[config.mk]
export PLATFORM = sky130hd
export DESIGN_NAME = phg_match
export DESIGN_NICKNAME = d
export VERILOG_FILES = /design/src/rtl/phg_pkg.sv /design/src/rtl/phg_match.sv
export SDC_FILE = /design/constraint.sdc
export NUM_CORES = 1
export LEC_CHECK = 0
export ABC_AREA = 1
export BUFFER_PORTS_ARGS = -buffer_cell sky130_fd_sc_hd__buf_2
export CAP_MARGIN = 5
export CORE_MARGIN = 1
export CORE_UTILIZATION = 45
export DETAILED_ROUTE_END_ITERATION = 6
export PLACE_DENSITY_LB_ADDON = 0.2
export SETUP_SLACK_MARGIN = 0.05
export SLEW_MARGIN = 20
export SYNTH_ARGS = -nofsm -noshare
export SYNTH_HDL_FRONTEND = slang
export SYNTH_SLANG_ARGS = --single-unit
[constraint.sdc]
create_clock -name vclk -period 5.1
set_clock_uncertainty 0.2 [all_clocks]
set_input_delay 0.255 -clock vclk [all_inputs]
set_output_delay 0.255 -clock vclk [all_outputs]
set_load 0.05 [all_outputs]
[src/rtl/phg_pkg.sv]
// Shared types, constants and codes for the proximity hit grouper.
`default_nettype none
package phg_pkg;

    localparam int MAX_TOKENS = 64;
    localparam int MAX_TERMS  = 16;
    localparam int IDX_W      = $clog2(MAX_TOKENS);
    localparam int CNT_W      = IDX_W + 1;

    localparam logic [2:0] REG_UNIQUE_TERMS   = 3'd0;
    localparam logic [2:0] REG_WINDOW_SIZE    = 3'd1;
    localparam logic [2:0] REG_USE_SUBCONTEXT = 3'd2;
    localparam logic [2:0] REG_USE_SEQUENCES  = 3'd3;
    localparam logic [2:0] REG_COLLECT_ALL    = 3'd4;
    localparam logic [2:0] REG_DIRECTED       = 3'd5;

    typedef struct packed {
        logic [15:0] context_id;
        logic [15:0] subcontext_id;
        logic [15:0] position;
        logic [4:0]  term_number;
        logic [7:0]  seq_index;
        logic        seq_valid;
        logic        replaceable;
        logic        last_token;
    } in_item_t;

    typedef struct packed {
        logic [5:0] token_index;
        logic [7:0] hit_id;
        logic       last_result;
    } out_item_t;

    typedef struct packed {
        logic [15:0] context_id;
        logic [15:0] subcontext_id;
        logic [15:0] position;
        logic [4:0]  term_number;
        logic [7:0]  seq_index;
        logic        seq_valid;
        logic        replaceable;
    } token_t;

    typedef struct packed {
        logic [4:0]  unique_terms;
        logic [15:0] window_size;
        logic        use_subcontext;
        logic        use_sequences;
        logic        collect_all;
        logic        directed;
    } cfg_t;

    typedef struct packed {
        logic        brk;
        logic        take;
        logic        strict;
        logic [MAX_TERMS-1:0] term_bit;
    } match_t;

    typedef enum logic [3:0] {
        S_LOAD, S_INIT, S_START, S_WREQ, S_WCHK, S_RREQ, S_RCHK,
        S_DONE, S_SWEEP, S_NEXT, S_OREQ, S_OLOAD, S_OHOLD
    } state_t;

endpackage
`default_nettype wire

[src/rtl/phg_match.sv]
// Window, context and term tests of one walked token against the start token.
`default_nettype none
module phg_match (
    input  var phg_pkg::token_t tok,
    input  var phg_pkg::token_t start_tok,
    input  wire                 first,
    input  var phg_pkg::cfg_t   cfg,
    input  wire [phg_pkg::MAX_TERMS-1:0] terms_seen,
    input  wire [4:0]           term_count,
    input  wire                 assigned,
    output phg_pkg::match_t     res
);
    phg_pkg::token_t st;
    logic [16:0] diff;
    logic        far;
    logic        term_ok;
    logic [4:0]  tm1;
    logic [phg_pkg::MAX_TERMS-1:0] bit_m;
    logic        strict;
    logic        skip;

    always_comb
    begin
        st      = first ? tok : start_tok;
        diff    = {1'b0, tok.position} - {1'b0, st.position};
        far     = !diff[16] && (diff[15:0] > cfg.window_size);
        term_ok = (tok.term_number != 5'd0) &&
                  ({1'b0, tok.term_number} <= 6'(phg_pkg::MAX_TERMS));
        tm1     = tok.term_number - 5'd1;
        bit_m   = phg_pkg::MAX_TERMS'(1) << tm1[3:0];
        strict  = !tok.replaceable && !cfg.collect_all;
        skip    = strict && (assigned || ((terms_seen & bit_m) != '0));
        if (cfg.directed && ({1'b0, tok.term_number} > ({1'b0, term_count} + 6'd1)))
        begin
            skip = 1'b1;
        end
        res.brk      = (tok.context_id != st.context_id) || far ||
                       (cfg.use_subcontext && (tok.subcontext_id != st.subcontext_id));
        res.take     = term_ok && !skip;
        res.strict   = strict;
        res.term_bit = bit_m;
    end
endmodule
`default_nettype wire

# Word-level counts from Yosys, hierarchy flattened
# Cells that the tools add are included.
[totals]
reg_bits = 0
latchBits = 0
ram_bits = 0
rom_bits = 0
input_bits = 174
out_inout_bits = 19
memories = 0
[classes]
addsub = 3
multipliers = 0
div = 0
magnitude_cmp = 3
n_eq_ne = 2
shift = 1
mux = 2
bitwise_logic = 1
reduce_logical = 16
[ops]
columns = ["cell", "count"]
rows = [
  ["$mux 63", 1],
  ["$ne 16x16->1", 2],
  ["$sub 16x16->17", 1],
  ["$and 16x16->16", 1],
  ["$gt 16x16->1", 1],
  ["$reduce_bool 16->1", 1],
  ["$shl 1x4->16 const A", 1],
  ["$logic_and 1x1->1", 7],
  ["$add 5x1->6 const B", 1],
  ["$gt 5x6->1", 1],
  ["$le 5x5->1 const B", 1],
  ["$reduce_bool 5->1", 1],
  ["$logic_not 1->1", 4],
  ["$sub 4x1->4 const B", 1],
  ["$logic_or 1x1->1", 3],
  ["$mux 1", 1],
]

# Depth between registers and ports, before layout
[depth]
depth_word = 9
depth_mapped = 22

# Worst setup path after synthesis
# Ideal clock, no wire load.
[synth_path]
kind = "input to output"
start = "in first"
end = "out res[18] (netlist bit)"
t_arrival_ns = 2.945
slack_ns = 1.700
stages = 19
cell_sequence = "buf_2 buf_2 mux2i_1 ha_1 a21oi_1 o21ai_0 a21oi_1 nand2_1 nand2_1 nand2_1 ha_1 nand2_1 inv_1 nand3_1 nor3_1 nand2_1 nand2_1 nand3_1 nand2_1"
[synth_lines]
columns = ["item", "line_no", "text"]
rows = [
  ["start: declaration", "phg_match.sv:6", "input wire first,"],
  ["end: declaration", "phg_match.sv:11", "output phg_pkg::match_t res"],
]

==> results.toml <==
[floorplan]
fp.dieW_um = 74.74
ios = 193
start_util = 0.4662
rows = 26
core_um2 = 5107
die_area_um2 = 5586
dieHeight_um = 74.74

[sta]
rsz0062_at_grt = "no"
finalHoldViolations = 0
worstMarginPinSlew_ns = 0.4454
drv_slew = 0
relSlewSlack = 0.7031
fmax_mhz = 256.5
post-route-period-util = 0.7646
setup_violations = 0
setup-tns-final_ns = 0
finalCriticalPeriod_ns = 3.899

[drt]
remaining_drc_errors = 0
firstDrtPassIters = 4
drtIter0Drc = 65
wire_per_inst_um = 11.33
via_per_inst = 4.886
num_vias = 3098
finalWirelength_mm = 7.184
postRouteAntennaNets = 0

[global_routing]
grt_antenna_before_repair = 1
grt-ovfl-total = 0
track_usage = 0.2478
grt_max_degree = 19
grt_pass1_vias = 2708
grt_pass1_wl_mm = 10.99

[placed_design]
dp.cells = 633
numPortBuffers = 163
place_congestion = 0.8805
dpl.hpwl_mm = 6.567

[final_layout]
final_cells = 634
regArea_um2 = 0
seq_cell_count = 0
fin_nets = 778
final_core_util = 0.6308
drive_gt1_frac = 0.3144
n_fill_cell = 529
area_growth_pct = 35.31
clkbuf_count = 0

[job]
max_cap_viol_count = 0

[power]
p_leak_nw = 1.978
peakVddDrop_v = 0.00006756
power_density_nw_per_um2 = 113.3

[synthesis]
syn_area_um2 = 2381
ys_seq_area_frac = 0
synth_area_leaders = "ha_1 (20%), nand2_1 (15%), inv_1 (8.8%)"
syn_avg_cell_area_um2 = 5.850
synth_top_cell_by_area = "ha_1"
synthesis.nets = 620
synth.distinct_cells = 28
syn_inst = 407
yosysTopAreaCellShare = 0.1997
yosysWarnings = 0

[outcome]
status = "finished clean"

[setup_path]
cp-start-kind = "input pin"
crit_arrival_ns = 3.44
critPathMaxFanout = 17
worstPathRequired_ns = 4.64
critPathKind = "input pin to primary output"
end_kind = "primary output"

[hold_path]
min_path_type = "input pin to primary output"

[clocking]
cts_resized = 0
hold_buffers = 0
cts_setup_buffers = 0
-- final timing paths --
path / slack, ns / depth (start not counted) / start / end
setup / recovery: 1.20 / 22 / first / res[18]
hold / removal: 0.62 / 3 / tok[0] / res[16]
-- logic make-up (layout without fill, tap and decap cells) --
logic type | count (synthesis) | after routing | share of synthesized area
adder cells (fa/ha/maj) | 39 | 39 | 0.2081
multiplexers | 14 | 14 | 0.05885
other | 0 | 1 | 0
AND/OR/NAND/NOR | 196 | 196 | 0.3484
XOR/XNOR | 37 | 37 | 0.1361
buffers and inverters | 65 | 221 | 0.1188
AO/OA/AOI/OAI | 56 | 56 | 0.1298
-- routing by layer --
layer,routed length (µm),part of all wire,global-route usage
met1,3059,0.43,0.2906
met2,3394,0.47,0.4735
met3,599,0.083,0.04418
met4,130,0.018,0.03774
met5,0,0,0
-- cells in the mapped netlist, types with 5 or more instances --
cell type	count
nand2_1	92
inv_1	56
nor2_1	53
ha_1	38
a21oi_1	28
nand3_1	27
xor2_1	23
o21ai_0	18
mux2i_1	14
xnor2_1	14
nand4_1	9
nor3_1	5
-- placed cells by master (no fill, tap or decap), drive strengths merged, types with 2 or more instances in the layout --
master and count:
or2 2, xnor2 14, nand2 96, xor2 23
inv 58, nor3 5, o21ai 20, a21oi 29
o21bai 4, mux2i 14, nand3 27, o21a 2
ha 38, nor2 56, buf 163, nand4 9
-- worst max-delay path, cell delays in order --
cell and delay (ns):
buf_2 0.37, inv_1 0.13, nand2_1 0.08, o21ai_0 0.08, ha_1 0.24, fa_1 0.43
o21ai_2 0.21, nand3_1 0.09, nand2_1 0.11, nand3_1 0.11, nand3_1 0.09, nand2_1 0.06
ha_1 0.26, nand2_1 0.05, inv_1 0.06, nand3_1 0.08, nor3_1 0.22, nand2_1 0.08
nand2_1 0.06, nand3_1 0.06, nand2_1 0.07, buf_2 0.25
-- final cells by class --
type                            instances  area, µm²  share of cell area
Multi-Input combinational cell        342       2098              0.6513
Timing Repair Buffer                  163      815.8              0.2532
Inverter                               58      217.7             0.06757
Tap cell                               70      87.58             0.02718
Antenna cell                            1      2.502           0.0007767
-- through the flow --
stage                     area (µm²)  hold WS (ns)  worst slack [ns]   power, W
after floorplan                 2381        0.5044             1.700  0.0002525
after global placement          3219        0.6203             1.260  0.0003557
after detailed placement        3219        0.6201             1.190  0.0003645
after CTS                       3219        0.6205             1.178  0.0003667
after global routing            3219        0.6591            0.9504  0.0004188
final                           3222        0.6198             1.201  0.0003651
-- report_power, final --
group / internal [W] / leakage (nW) / switching (W)
Combinational: 0.000158 / 1.98 / 0.000208
Sequential: 0 / 0 / 0
Clock: 0.0000000000262 / 0.00000634 / 0
Note: power is estimated with default switching activity, not from simulation.
